--- src/hw/rtl/liwp_ram.sv ---
// Generic RAM with one write port and two registered read ports.
`default_nettype none

module liwp_ram #(
    parameter int WIDTH = 8,
    parameter int DEPTH = 16
) (
    input  wire logic                     i_clk,
    input  wire logic                     i_we,
    input  wire logic [$clog2(DEPTH)-1:0] i_waddr,
    input  wire logic [WIDTH-1:0]         i_wdata,
    input  wire logic [$clog2(DEPTH)-1:0] i_raddr_a,
    input  wire logic [$clog2(DEPTH)-1:0] i_raddr_b,
    output logic      [WIDTH-1:0]         o_rdata_a,
    output logic      [WIDTH-1:0]         o_rdata_b
);

    logic [WIDTH-1:0] r_mem [DEPTH];

    // A read at the address being written returns the old contents.
    always_ff @(posedge i_clk) begin
        if (i_we) begin
            r_mem[i_waddr] <= i_wdata;
        end
        o_rdata_a <= r_mem[i_raddr_a];
        o_rdata_b <= r_mem[i_raddr_b];
    end

endmodule

`default_nettype wire

--- config.mk ---
export PLATFORM = sky130hd
export DESIGN_NAME = liwp_ram
export DESIGN_NICKNAME = d
export VERILOG_FILES = /design/src/hw/rtl/liwp_ram.sv
export SDC_FILE = /design/constraint.sdc
export NUM_CORES = 1
export LEC_CHECK = 0
export ABC_AREA = 1
export CAP_MARGIN = 5
export CORE_UTILIZATION = 45
export CTS_CLUSTER_SIZE = 12
export DETAILED_ROUTE_END_ITERATION = 8
export DONT_BUFFER_PORTS = 1
export MAX_ROUTING_LAYER = met4
export SYNTH_ARGS = -nofsm -noshare
export SYNTH_HDL_FRONTEND = slang
export SYNTH_SLANG_ARGS = --single-unit
--- constraint.sdc ---
create_clock -name i_clk -period 1.8 [get_ports i_clk]
set_input_delay 0.09 -clock i_clk [delete_from_list [all_inputs] [get_ports i_clk]]
set_output_delay 0.09 -clock i_clk [all_outputs]
set_load 0.01 [all_outputs]
==> summary.txt <==
Status
  – Run status: finished, violations left
  – Violated checks: hold timing

Finish
  – Most frequent cells in the layout: nand2_1, nand3_1, inv_1
  – Area grow syn2layout: 12.87%
  – Layout cell share with drive strength beyond 1: 6.598%
  – Leading cell type in the layout, fill and taps excluded: nand2_1
  – Final Non-Filler Cells: 1,096
  – Fill cell count: 1,475
  – NumNets Final: 888

Clock network
  – CTS tree: built
  – Post-CTS setup buffers: 0
  – CTS Buffer Depth: 2
  – Worst-skew pair later-pin latency: 0.42 ns
  – H-tree level count: 4
  – Worst-path clk slew: 0.06 ns
  – # clock sinks: 144
  – Root Driver: clkbuf_16
  – CTS Buf Count: 17

Power and ir drop
  – PwrDens: 977.2 mW/mm2
  – Comb power frac: 8.0%
  – Sequential Power Share: 47.5%
  – Clk network pwr share: 44.5%
  – Pint: 6126 uW
  – Net Sw Frac: 23.50%
  – LEAKAGE: 0.003657 uW
  – Psw: 1882 uW
  – Maximum vdd drop: 734.8 uV

Floorplan
  – Die width: 129.0 um
  – Die ar.: 0.01664 mm2
  – IO Count: 38
  – FP Rows: 46
  – Core ar.: 0.01583 mm2
  – Die Y: 129.0 um
  – Initial core utilization: 45.87%

STA
  – Final hold vios: 1
  – Crit path time final: 1.659 ns
  – Finish-stage setup viols: 0
  – Setup TNS: 0 ns
  – Slew HR: 44.82%
  – Hold Worst Slack: -0.0005643 ns
  – Tcrit/Tclk final: 92.15%
  – Final Skew: 0.01127 ns
  – RSZ-0062 raised after global routing: false
  – Max Freq: 602.9 MHz
  – Worst-Margin Slew: 0.8267 ns
  – Pins Over Slew Limit: 0
  – Final worst setup slack: 0.1413 ns

Placed design
  – Placed Cells: 1,043
  – # port buffers: 0
  – Gp weighted congestion: 0.8786
  – DPL Wire Length: 13,200 um
  – Setup WS pre-CTS: 0.5563 ns

Critical path
  – RR Startpoint: r_mem[6][6]
  – WP data required: 2.11 ns
  – Critical path class: input port to flop
  – Critical Path Source Type: input port
  – Crit Path Max Fanout: 11
  – R2R Path End: o_rdata_a[6]
  – Worst Setup End Kind: flop
  – R2R depth: 7
  – Launch point of the critical path: i_raddr_b[2]
  – Flop-to-flop setup slack: 0.25 ns
  – Worst endpoint data arrival time: 1.97 ns

Drt
  – Post-route ant nets: 0
  – Via/cell ratio: 5.457
  – Vias: 5,981
  – Total routed wirelength: 21,880 um
  – First-pass iteration count of the detailed router: 5
  – DRC: 0
  – First-iteration detailed-routing DRC count: 755
  – WL/cell: 19.96 um

Synthesis
  – Cells after Synth: 851
  – Sequential area share after synthesis: 57.36%
  – Synthesized net count: 873
  – Post-Synthesis Cell Area: 0.007259 mm2
  – Post-synthesis register bit count: 144
  – Synth area leader: edfxtp_1
  – Yosys top cell area share: 52.95%
  – Count of different cell masters after synthesis: 13
  – Syn. warnings: 0
  – Syn avg cell area: 8.531 um2
  – Main area contributors after synthesis: edfxtp_1, nand3_1, nand2_1

Global route
  – Total GRT Usage: 28.29%
  – GRT overflow: 0
  – Vias in the first global route: 5,509
  – Initial antenna violation count: 1
  – First-pass GRT wire length: 32,430 um
  – Largest net degree at the start of global routing: 66

Hold path
  – Hold crit path type: input port to flop
  – Hold_sp: i_raddr_b[1]
  – Worst Hold End: o_rdata_b[0]
  – Worst Hold Depth: 4

Flow run
  – Max_cap viols: 0
## flip-flops by register name, indices dropped and copies added, names as in the netlist
signal,cells
r_mem,128
o_rdata_b,8
o_rdata_a,8
## power by group through the flow
stage,clock network (uW),registers [uW],logic [uW]
after floorplan,0,3850,471
after detailed placement,0,3870,513
final,3560,3800,643
after global routing,3720,3810,711
after global placement,0,3870,506
after CTS,3590,3800,633
## cells by family (layout without fill, tap and decap cells)
| group | count (synthesis) | count (layout) | share of synthesized area (%) |
|---|---|---|---|
| buf+inv | 186 | 214 | 11.72 |
| flops | 144 | 144 | 57.36 |
| other cells | 0 | 1 | 0 |
| simple gates | 521 | 521 | 30.92 |
## synthesized netlist by cell type
| cell type | count |
|---|---|
| buf_1 | 1 |
| buf_2 | 26 |
| buf_4 | 4 |
| buf_6 | 14 |
| clkbuf_1 | 3 |
| dfxtp_1 | 16 |
| edfxtp_1 | 128 |
| inv_1 | 134 |
| inv_2 | 4 |
| nand2_1 | 277 |
| nand3_1 | 225 |
| nand3b_1 | 2 |
| nor2_1 | 17 |
## worst max path at each step
| stage | to | slack [ns] | cells past startpoint |
|---|---|---|---|
| detailed placement | o_rdata_b[3] | 0.56 | 4 |
| global route | o_rdata_b[2] | 0.09 | 5 |
| finish | o_rdata_b[2] | 0.14 | 5 |
| CTS | o_rdata_a[6] | 0.08 | 5 |
| global placement | o_rdata_b[3] | 0.56 | 4 |
| floorplan | r_mem[10][0] | 0.76 | 2 |
## through the flow
stage / power (uW) / util [%] / area [um2]
2_1_floorplan: 4322 / - / 7259
5_1_grt: 8243 / 51.77 / 8194
3_5_place_dp: 4385 / 46.69 / 7390
6_report: 8008 / 51.77 / 8194
3_3_place_gp: 4376 / 46.69 / 7390
4_1_cts: 8023 / 51.72 / 8187
## per-layer routing
layer / routed length (um) / global-route usage, % / vias up / share of wire, %
met3: 2458 / 8.092 / 43 / 11
met1: 9232 / 37.96 / 2800 / 42
li1: - / - / 2775 / -
met2: 9718 / 40.64 / 363 / 44
met4: 470 / 10.52 / 0 / 2.1
met5: 0 / - / - / 0
## timing repair
item / 4_1_cts / 5_1_grt
setup endpoints to repair: 0 / 1
hold buffers: 20 / 0
gates resized for setup: 0 / 2
endpoints found under the hold margin: 144 / 0
## area by class of cell
class                           instances  area (um2)  share of cell area (%)
Antenna cell                            1       2.502                 0.03054
Clock buffer                           18       429.2                   5.237
Clock inverter                         14       167.7                   2.046
Inverter                              138       518.0                   6.322
Multi-Input combinational cell        521        2245                   27.39
Sequential cell                       144        4164                   50.82
Tap cell                              216       270.3                   3.298
Timing Repair Buffer                   44       397.9                   4.856
## critical path, cell delays in order
cell and delay (ns):
dlygate4sd3_1 1.00, nand3_1 0.14, dlygate4sd3_1 0.59, nand3_1 0.09, nand2_1 0.07
Power figures use the tool's default switching activity.
