--- src/hw/rtl/liwp_pkg.sv ---
// Shared constants, entry layout and control structs for the increasing weight path block.
`default_nettype none

package liwp_pkg;

    localparam int VERTICES    = 65536;
    localparam int ADDR_BITS   = $clog2(VERTICES);
    localparam int VTX_BITS    = 16;
    localparam int WEIGHT_BITS = 17;
    localparam int LENGTH_BITS = 20;
    localparam int TAG_BITS    = WEIGHT_BITS + 1;
    localparam int COUNT_BITS  = 17;

    localparam logic [LENGTH_BITS-1:0] L_MAX        = '1;
    localparam logic [TAG_BITS-1:0]    TAG_NONE     = '1;
    localparam logic [COUNT_BITS-1:0]  VERTICES_CNT = COUNT_BITS'(VERTICES);

    typedef struct packed {
        logic [LENGTH_BITS-1:0] best;
        logic [LENGTH_BITS-1:0] prior;
        logic [TAG_BITS-1:0]    tag;
    } t_entry;

    localparam t_entry ENTRY_RESET = '{best: '0, prior: '0, tag: TAG_NONE};

    typedef struct packed {
        logic                 we;
        logic [ADDR_BITS-1:0] addr;
        t_entry               data;
    } t_ram_wr;

    typedef struct packed {
        logic                 busy;
        logic                 we;
        logic [ADDR_BITS-1:0] addr;
    } t_clr_stat;

    typedef struct packed {
        logic                   valid;
        logic                   apply;
        logic                   last;
        logic                   err;
        logic [ADDR_BITS-1:0]   src;
        logic [ADDR_BITS-1:0]   dst;
        logic [WEIGHT_BITS-1:0] wt;
        logic [COUNT_BITS-1:0]  lim;
    } t_stage;

    typedef struct packed {
        logic [LENGTH_BITS-1:0] longest;
        logic                   err;
    } t_result;

endpackage

`default_nettype wire

--- src/hw/rtl/liwp_update.sv ---
// Read-modify-write stage: forwarding, candidate length and destination entry update.
`default_nettype none

module liwp_update (
    input  wire logic                                 i_clk,
    input  wire logic                                 i_rst_n,
    input  liwp_pkg::t_stage                          i_stage,
    input  liwp_pkg::t_entry                          i_rd_src,
    input  liwp_pkg::t_entry                          i_rd_dst,
    input  liwp_pkg::t_ram_wr                         i_ram_wr,
    output liwp_pkg::t_ram_wr                         o_wr,
    output logic [liwp_pkg::LENGTH_BITS-1:0]          o_cand
);

    logic                           r_fw_valid;
    logic [liwp_pkg::ADDR_BITS-1:0] r_fw_addr;
    liwp_pkg::t_entry               r_fw_data;

    liwp_pkg::t_entry                 src_e;
    liwp_pkg::t_entry                 dst_e;
    liwp_pkg::t_entry                 new_e;
    logic [liwp_pkg::TAG_BITS-1:0]    wtag;
    logic [liwp_pkg::LENGTH_BITS-1:0] src_len;
    logic [liwp_pkg::LENGTH_BITS-1:0] cand;

    // The RAM write that lands on the same edge as the reads is not seen by
    // them, so it is registered and forwarded.
    always_ff @(posedge i_clk) begin
        if (!i_rst_n) begin
            r_fw_valid <= 1'b0;
        end else begin
            r_fw_valid <= i_ram_wr.we;
        end
        r_fw_addr <= i_ram_wr.addr;
        r_fw_data <= i_ram_wr.data;
    end

    always_comb begin
        src_e = (r_fw_valid && (r_fw_addr == i_stage.src)) ? r_fw_data : i_rd_src;
        dst_e = (r_fw_valid && (r_fw_addr == i_stage.dst)) ? r_fw_data : i_rd_dst;
        wtag  = {1'b0, i_stage.wt};

        // Within its own weight group a source shows its length from before
        // the group, so edges of equal weight never chain.
        src_len = (src_e.tag == wtag) ? src_e.prior : src_e.best;
        cand    = (src_len == liwp_pkg::L_MAX) ? liwp_pkg::L_MAX
                                               : liwp_pkg::LENGTH_BITS'(src_len + 1'b1);

        new_e = dst_e;
        if (dst_e.tag != wtag) begin
            new_e.prior = dst_e.best;
            new_e.tag   = wtag;
        end
        if (cand > dst_e.best) begin
            new_e.best = cand;
        end

        o_wr.we   = i_stage.valid && i_stage.apply;
        o_wr.addr = i_stage.dst;
        o_wr.data = new_e;
        o_cand    = cand;
    end

endmodule

`default_nettype wire

--- config.mk ---
export PLATFORM = sky130hd
export DESIGN_NAME = liwp_update
export DESIGN_NICKNAME = d
export VERILOG_FILES = /design/src/hw/rtl/liwp_pkg.sv /design/src/hw/rtl/liwp_update.sv
export SDC_FILE = /design/constraint.sdc
export NUM_CORES = 1
export LEC_CHECK = 0
export BUFFER_PORTS_ARGS = -buffer_cell sky130_fd_sc_hd__buf_2
export CORE_AREA = 2 2 139 141
export CTS_CLUSTER_DIAMETER = 150
export CTS_CLUSTER_SIZE = 28
export DETAILED_ROUTE_END_ITERATION = 7
export DIE_AREA = 0 0 141 143
export GPL_TIMING_DRIVEN = 0
export PLACE_DENSITY = 0.65
export SLEW_MARGIN = 20
export SYNTH_ARGS = -nofsm -noshare
export SYNTH_HDL_FRONTEND = slang
export SYNTH_SLANG_ARGS = --single-unit
export TNS_END_PERCENT = 100
--- constraint.sdc ---
create_clock -name i_clk -period 13.2 [get_ports i_clk]
set_clock_uncertainty 0.2 [all_clocks]
set_input_delay 3.3 -clock i_clk [delete_from_list [all_inputs] [get_ports i_clk]]
set_output_delay 3.3 -clock i_clk [all_outputs]
set_load 0.02 [all_outputs]
==> metrics.txt <==
Area Growth Syn to Fin 39.78%; pre-CTS setup slack -0.6679 ns; critical path startpoint category input port; cts bufs inserted 9; GPL Wtd Cong 0.9197; dpl hpwl 21.86 mm; Pleak 4.468 nW; Die Footprint 0.02016 mm^2; grt total ovfl 0; switching power 236.5 uW; #FFs+latches synth 75; largest net degree at the start of global routing 20; Ys Warns 0; Clock Pin Slew Worst Setup and Hold Paths 0.07 ns; critical path endpoint category primary output; post-synthesis cell type count 69; core footprint 0.01858 mm^2; CP Max Fanout 10; switch share 33.89%; routed wire length approximately 26 mm; layout cells sized above 1 41.39%; Tcrit/Tclk final a little over nine tenths; CTS tree done; # hold bufs at CTS 0; DRT Pass-1 Iters 5; Die Wd 141 um; cells after synthesis 695; Max Fclk 77.53 MHz; Final Util ~46%; Clock Sinks 75; wire per inst 20.05 um; Syn Nets roughly 1000; Die Span Y roughly 140 um; Logic pwr share about 29%; Initial Util roughly a third; CTS max path bufs 2; RSZ-0062 raised after global routing false; port bufs 337; drt via density between 5 and 6; Finished Layout Cells about 1300; post-route ant nets 0; Placed Cells 1266; initial drt markers 448; setup TNS 0 ns; CP dominant cell by count a21o_1; Worst Path Required 9.70 ns; initial antenna violation count 6; H-tree levels 3; max incr delay on CP 0.52 ns; vias in the first global route ~6800; largest delay contributor family on the critical path compound AO/OA/AOI/OAI gates; I/O Pins 358; crit path buf inv count 8; HP Class in2reg; EDFF count, synth 0; Clk pwr share 35.4%; PwrDens 81.76 mW/mm^2; first-pass GRT wire length between 30 and 40 mm; Final setup viols 0; Mapped Area 0.006105 mm^2; minimum clock period 12.90 ns; total track usage 24.98%; syn avg cell area 8.784 um^2; Main synth FF type dfxtp_1; Arr. time, crit path 9.40 ns; Seq/Total Area, Yosys 24.60%; Rel. slew slack 32.17%; Setup CP Type in2out; async set-reset flop share out of synthesis 0%; Int Pwr approximately 460 uW; Root Buffer clkbuf_16; Max rail drop VDD 0.00005613 V; Slew @ Worst Pin 1.017 ns; Final Hold Fails 0; Slowest-stage cell, CP or4_4; Max-Cap Viols 0; worst hold margin 2.838 ns; row cnt 50; Post-route DRC 0; Final nets 1330; status finished clean; via count 6702; Setup WS post-layout 0.3025 ns; sequential share of power 36.0%; max-slew violations 0
==> registers in the layout, summed over array words and instances (netlist names) <==
register	cells
r_fw_addr	16
r_fw_data	58
r_fw_valid	1
==> cell usage after synthesis, types with 12 or more instances <==
library cell	instances	area, um^2
nand3_1	35	175.2
nor2_1	18	67.56
xnor2_1	50	437.9
a31oi_1	14	87.58
nand2_1	48	180.2
mux2i_1	118	1181
clkbuf_1	24	90.09
ha_1	21	262.8
o21ai_0	14	70.07
nand4_1	19	118.9
dfxtp_1	75	1501
and3_1	12	75.07
a21oi_1	18	90.09
xor2_1	30	262.8
and2_1	21	131.4
inv_1	14	52.55
buf_4	18	135.1
==> path summary, 6_finish.rpt <==
| check | start | to | depth (start not counted) |
|---|---|---|---|
| worst max-delay path | i_stage[23] | o_wr[39] | 32 |
| worst min-delay path | i_ram_wr[58] | r_fw_addr[0] | 1 |
==> layout by cell type (no fill, tap or decap), types with 9 or more instances in the layout <==
cell type / netlist / routed
a21oi_1: 18 / 16
xnor2_1: 50 / 46
and2_1: 21 / 21
nor2_1: 18 / 18
buf_2: 10 / 345
nand4_1: 19 / 19
inv_1: 14 / 14
mux2_2: 9 / 9
a21o_1: 10 / 10
nand2_1: 48 / 47
a31oi_1: 14 / 14
nand3_1: 35 / 35
clkbuf_1: 24 / 21
and3_1: 12 / 11
xor2_1: 30 / 30
buf_4: 18 / 24
dfxtp_1: 75 / 75
o21ai_0: 14 / 14
mux2i_1: 118 / 118
clkbuf_16: 0 / 9
ha_1: 21 / 20
==> cells by family (layout without fill, tap and decap cells) <==
kind of cell    count (synthesis)  count (layout)  synth area share (%)
compound gates                104             104                 12.20
xor+xnor                       80              80                 11.48
fa+ha+maj                      21              21                 4.304
buf+inv                        74             430                 6.108
flops                          75              75                 24.60
mux                           132             132                 22.16
other cells                     1               3               0.06143
simple gates                  208             208                 19.10
==> routing by layer <==
layer,vias up,wire (um),GRT usage [%]
met5,-,48,0
met4,8,585,8.368
met2,314,13290,45.47
li1,3211,-,-
met1,3129,10030,28.54
met3,40,1855,6.338
==> per-stage QoR <==
step           total power [mW]  area, um^2
2_1_floorplan            0.3618        6105
3_3_place_gp             0.4485        8084
3_5_place_dp             0.4506        8084
4_1_cts                  0.6989        8428
5_1_grt                  0.7311        8533
6_report                 0.6977        8533
==> power groups by stage <==
| stage | sequential [mW] | combinational, mW | clock (mW) |
|---|---|---|---|
| floorplan | 0.251 | 0.111 | 0 |
| global placement | 0.255 | 0.193 | 0 |
| detailed placement | 0.256 | 0.195 | 0 |
| CTS | 0.250 | 0.197 | 0.252 |
| global route | 0.252 | 0.218 | 0.262 |
| finish | 0.251 | 0.200 | 0.247 |
==> final cells by class <==
type | instances | area, um^2
clock inverter | 7 | 63.81
antenna | 2 | 5.005
multi-input combinational | 546 | 4335
fill | 1885 | 10050
clock buffer | 9 | 225.2
timing repair buffer | 341 | 1717
inverter | 15 | 56.30
tap | 234 | 292.8
buffer | 58 | 336.6
sequential | 75 | 1501
==> repair_timing <==
action,4_1_cts,5_1_grt
buffers inserted,3,1
gates resized for setup,10,24
endpoints found under the setup margin,20,20
pin swaps,2,3
hold endpoints to repair,0,0
Power figures use the tool's default switching activity.
