[config.mk]
export PLATFORM = sky130hd
export DESIGN_NAME = liwp_clear
export DESIGN_NICKNAME = d
export VERILOG_FILES = /design/src/hw/rtl/liwp_pkg.sv /design/src/hw/rtl/liwp_clear.sv
export SDC_FILE = /design/constraint.sdc
export NUM_CORES = 1
export LEC_CHECK = 0
export ABC_AREA = 1
export BUFFER_PORTS_ARGS = -buffer_cell sky130_fd_sc_hd__buf_4
export CORE_MARGIN = 3
export CORE_UTILIZATION = 45
export CTS_CLUSTER_SIZE = 10
export DETAILED_ROUTE_END_ITERATION = 7
export PLACE_DENSITY = 0.66
export SYNTH_ARGS = -nofsm -noshare
export SYNTH_HDL_FRONTEND = slang
export SYNTH_SLANG_ARGS = --single-unit
[constraint.sdc]
create_clock -name i_clk -period 2.3 [get_ports i_clk]
set_clock_uncertainty 0.05 [all_clocks]
set_input_delay 0.345 -clock i_clk [delete_from_list [all_inputs] [get_ports i_clk]]
set_output_delay 0.345 -clock i_clk [all_outputs]
set_load 0.01 [all_outputs]
[src/hw/rtl/liwp_pkg.sv]
// Shared constants, entry layout and control structs for the increasing weight path block.
`default_nettype none

package liwp_pkg;

    localparam int VERTICES    = 65536;
    localparam int ADDR_BITS   = $clog2(VERTICES);
    localparam int VTX_BITS    = 16;
    localparam int WEIGHT_BITS = 17;
    localparam int LENGTH_BITS = 20;
    localparam int TAG_BITS    = WEIGHT_BITS + 1;
    localparam int COUNT_BITS  = 17;

    localparam logic [LENGTH_BITS-1:0] L_MAX        = '1;
    localparam logic [TAG_BITS-1:0]    TAG_NONE     = '1;
    localparam logic [COUNT_BITS-1:0]  VERTICES_CNT = COUNT_BITS'(VERTICES);

    typedef struct packed {
        logic [LENGTH_BITS-1:0] best;
        logic [LENGTH_BITS-1:0] prior;
        logic [TAG_BITS-1:0]    tag;
    } t_entry;

    localparam t_entry ENTRY_RESET = '{best: '0, prior: '0, tag: TAG_NONE};

    typedef struct packed {
        logic                 we;
        logic [ADDR_BITS-1:0] addr;
        t_entry               data;
    } t_ram_wr;

    typedef struct packed {
        logic                 busy;
        logic                 we;
        logic [ADDR_BITS-1:0] addr;
    } t_clr_stat;

    typedef struct packed {
        logic                   valid;
        logic                   apply;
        logic                   last;
        logic                   err;
        logic [ADDR_BITS-1:0]   src;
        logic [ADDR_BITS-1:0]   dst;
        logic [WEIGHT_BITS-1:0] wt;
        logic [COUNT_BITS-1:0]  lim;
    } t_stage;

    typedef struct packed {
        logic [LENGTH_BITS-1:0] longest;
        logic                   err;
    } t_result;

endpackage

`default_nettype wire

[src/hw/rtl/liwp_clear.sv]
// Clearing sequencer that returns the active vertex entries to their reset value.
`default_nettype none

module liwp_clear (
    input  wire logic                                i_clk,
    input  wire logic                                i_rst_n,
    input  wire logic                                i_start,
    input  wire logic [liwp_pkg::COUNT_BITS-1:0]     i_lim,
    output liwp_pkg::t_clr_stat                      o_stat
);

    logic                            r_busy;
    logic [liwp_pkg::COUNT_BITS-1:0] r_idx;
    logic [liwp_pkg::COUNT_BITS-1:0] r_lim;
    logic [liwp_pkg::COUNT_BITS-1:0] idx_next;

    assign idx_next = liwp_pkg::COUNT_BITS'(r_idx + 1'b1);

    // After reset the whole store is swept.
    always_ff @(posedge i_clk) begin
        if (!i_rst_n) begin
            r_busy <= 1'b1;
            r_idx  <= '0;
            r_lim  <= liwp_pkg::VERTICES_CNT;
        end else if (i_start) begin
            r_busy <= 1'b1;
            r_idx  <= '0;
            r_lim  <= i_lim;
        end else if (r_busy) begin
            if (idx_next >= r_lim) begin
                r_busy <= 1'b0;
            end else begin
                r_idx <= idx_next;
            end
        end
    end

    // An empty range still passes through the busy state, but writes nothing.
    always_comb begin
        o_stat.busy = r_busy;
        o_stat.we   = r_busy && (r_idx < r_lim);
        o_stat.addr = r_idx[liwp_pkg::ADDR_BITS-1:0];
    end

endmodule

`default_nettype wire

==> impl_metrics.py <==
metrics = {
    "outcome": {
        "status": "finished with violations",
        "failed_checks": "setup timing",
    },
    "power_and_ir_drop": {
        "total_leakage_power_uw": 0.00182,
        "power_uw": 1320,
        "power_density_nw_per_um2": 357,
        "peak_supply_drop_uv": 321,
    },
    "placed_design": {
        "dp_hpwl_um": 5000,
        "routabilityCongestion": 0.902,
        "place.port_buffers": 37,
        "place_area_sq_um": 3140,
    },
    "sta": {
        "max_slew_margin_pct": 75.4,
        "setup_violations": 19,
        "period_minus_slack_ns": 2.62,
        "worst_pin_slew_ns": 0.369,
        "grt_setup_unrepaired": "yes",
        "max_clock_freq_mhz": 382,
        "post-route-worst-setup-slack_ns": -0.318,
        "timing.final.crit_share_pct": 114,
        "final-hold-violation-count": 0,
        "timing_max_transition_violations_final": 0,
    },
    "drt": {
        "routedWlPerCell_um": 14.1,
        "antenna_violating_nets_post_route": 0,
        "avgViaCountPerCell": 5.01,
        "drt_pre_antenna_iters": 4,
        "drc_violations": 0,
        "drt-total-wl_um": 7110,
        "vias": 2531,
        "drtIter0Drc": 188,
    },
    "critical_path": {
        "timing.critical_path.arrival_ns": 2.79,
        "critical_path_buf_inv_count": 3,
        "critical-path-top-cell-by-count": "nand2_1",
        "critical_path.endpoint_type": "flip-flop",
        "criticalPathCategory": "flip-flop to flip-flop",
        "critical-path-slowest-cell": "dfxtp_1",
        "timing.critical_path.fanout_max": 5,
        "start_kind": "flip-flop",
        "max_stage_delay_ns": 0.39,
        "required_arrival_time_at_the_worst_endpoint_ns": 2.47,
        "worst_path_cell_trace": "inv_1, nor3_1, nand2_1, nor2_1, xor2_1, ha_1, a211oi_1, o21ai_1, a21oi_4, buf_6, buf_4, nand4_1, nand2_1",
        "crit_family": "simple AND/OR/NAND/NOR gates",
    },
    "floorplan": {
        "dieWidth_um": 81.0,
        "design.core.area_sq_um": 5270,
        "die-area_sq_um": 6560,
        "initial_core_util_pct": 48.1,
        "placement_rows": 26,
        "die_h_um": 81.0,
        "floorplan.io_pins": 38,
    },
    "logic_synthesis": {
        "synth-seq-area-share_pct": 27.7,
        "synthesis.instances": 346,
        "synthDistinctLibCells": 30,
        "synth_compound_gate_area_share_pct": 12.4,
        "syn_avg_cell_area_sq_um": 7.32,
        "yosys.area_share.adder_pct": 17.3,
        "synthesis.area_sq_um": 2530,
        "post_synth_xor_area_fraction_pct": 4.84,
        "largest_family_of_logic_cells_by_synthesized_area": "simple AND/OR/NAND/NOR gates",
        "yosysWarnings": 0,
        "postSynthNetCount": 401,
        "ys_ff_latch": 35,
        "synth.mux.area_fraction_pct": 0,
        "post_synth_and_or_nand_nor_area_fraction_pct": 24.7,
    },
    "clocking": {
        "clock_tree_buffer_depth": 2,
        "tritoncts": "yes",
        "ctsRootBufferMaster": "clkbuf_8",
        "clk_latency_worst_skew_pair_ns": 0.29,
        "cts_made_buffers": 5,
        "cts.reportedPaths.clkPinSlew_ns": 0.07,
        "post_cts_hold_buffer_count": 0,
        "cts.htree.levels": 2,
        "numClockSinks": 35,
    },
    "cells_and_area": {
        "seq_area_sq_um": 716,
        "layout-area-overhead-vs-synth_pct": 45.7,
        "number_of_nets_at_the_end_of_the_flow": 489,
        "post-route-util_pct": 70.0,
        "drive_above_1_share_pct": 41.6,
        "fillerInstances": 446,
        "multi_input_area_sq_um": 1850,
        "post_layout_instance_area_sq_um": 3690,
        "num_antenna_cells": 0,
    },
    "global_route": {
        "grt_overflow_total": 0,
        "antenna_found_initial": 0,
        "grt_first_pass_wirelength_um": 11800,
        "vias_in_the_first_global_route": 2556,
        "grt_max_degree": 23,
        "grtUsageTotal_pct": 23.7,
    },
    "hold_path": {
        "holdCritPathClass": "input port to flip-flop",
    },
    "flow_run": {
        "max-cap-violations": 0,
    },
}
[report_power, final]
part,internal (uW),switching (uW),leakage [uW]
clock,213,232,0.0000422
combinational,99.0,137,0.00148
sequential,628,8.40,0.000291
[worst reg2reg max path, stage by stage, from the launching register on]
cell and delay [ns]:
dfxtp_1 0.39, inv_1 0.11, nor3_1 0.27, nand2_1 0.09, nor2_1 0.14, xor2_1 0.22
ha_1 0.28, a211oi_1 0.20, o21ai_1 0.14, a21oi_4 0.23, buf_6 0.14, buf_4 0.14
nand4_1 0.10, nand2_1 0.08
[synthesized netlist by cell type, drive strengths merged]
cell type,number,area (sq um)
xnor2,2,17.5
a21o,1,7.51
buf,20,155
clkbuf,5,18.8
a21oi,28,151
dfxtp,35,701
ha,35,438
nand3,23,120
and2,1,8.76
o21ai,25,125
a211oi,1,7.51
nand4,10,62.6
nor3,7,45.0
o211ai,1,7.51
and3b,1,12.5
nand2,62,245
xor2,12,105
nor2,33,131
inv,42,158
o21a,1,7.51
o21bai,1,7.51
[routing by layer]
layer | up-vias | GRT usage [%] | part of all wire [%]
met4 | 0 | 6.76 | 1.6
met3 | 10 | 4.32 | 5.3
met5 | - | 0 | 0
li1 | 1306 | - | -
met2 | 74 | 41.7 | 49
met1 | 1141 | 29.3 | 44
[layout by cell type (no fill, tap or decap), types with 10 or more instances in the layout]
cell type	n
o21ai_0	18
nor2_1	24
ha_1	30
nand3_2	10
nand2_1	48
xor2_1	11
dfxtp_1	27
nand2_2	10
inv_1	39
a21oi_1	24
nand3_1	10
nand4_1	10
buf_4	96
[path summary, 6_finish.rpt]
kind | from | end | slack [ns] | cells past startpoint
max reg2reg | r_idx[9] | r_idx[6] | -0.32 | 13
max | r_idx[9] | r_idx[6] | -0.32 | 13
min reg2reg | r_idx[16] | r_idx[16] | 0.45 | 2
min | i_lim[16] | r_lim[16] | 0.21 | 3
[metrics by stage]
step / setup TNS [ns] / hold slack, ns / setup WS, ns / cells
after detailed placement: -5.54 / 0.437 / -0.352 / 474
final: -5.20 / 0.208 / -0.318 / 505
after CTS: -4.18 / 0.203 / -0.260 / 502
after global routing: -7.71 / 0.221 / -0.447 / 505
after global placement: -5.70 / 0.436 / -0.354 / 474
after floorplan: -1.72 / 0.395 / -0.138 / 346
[area by class of cell]
class	instances	area share (%)
Clock buffer	7	2.07
Inverter	42	4.27
Timing Repair Buffer	103	21.7
Multi-Input combinational cell	247	50.1
Sequential cell	35	19.4
Clock inverter	1	0.136
Tap cell	70	2.37
[flip-flops by register name (all words and copies together), names as in the netlist]
signal and cells:
r_idx 17, r_lim 17, r_busy 1
[what timing repair did]
| action | CTS | global route |
|---|---|---|
| setup buffers | 17 | 3 |
| pin swaps | 31 | 11 |
| cloned | 3 | 0 |
| endpoints found under the hold margin | 0 | 0 |
| setup endpoints to repair | 19 | 19 |
| resized for setup | 52 | 12 |
[cells by family (layout without fill, tap and decap cells)]
kind of cell               count (synthesis)  after routing
DFF                                       35             35
xor gates and xnor gates                  14             14
AOI/OAI and AO/OA                         58             58
and+or+nand+nor                          137            140
adders and majority gates                 35             35
buffers and inverters                     67            153
No activity file was read; power rests on OpenSTA's default activity.
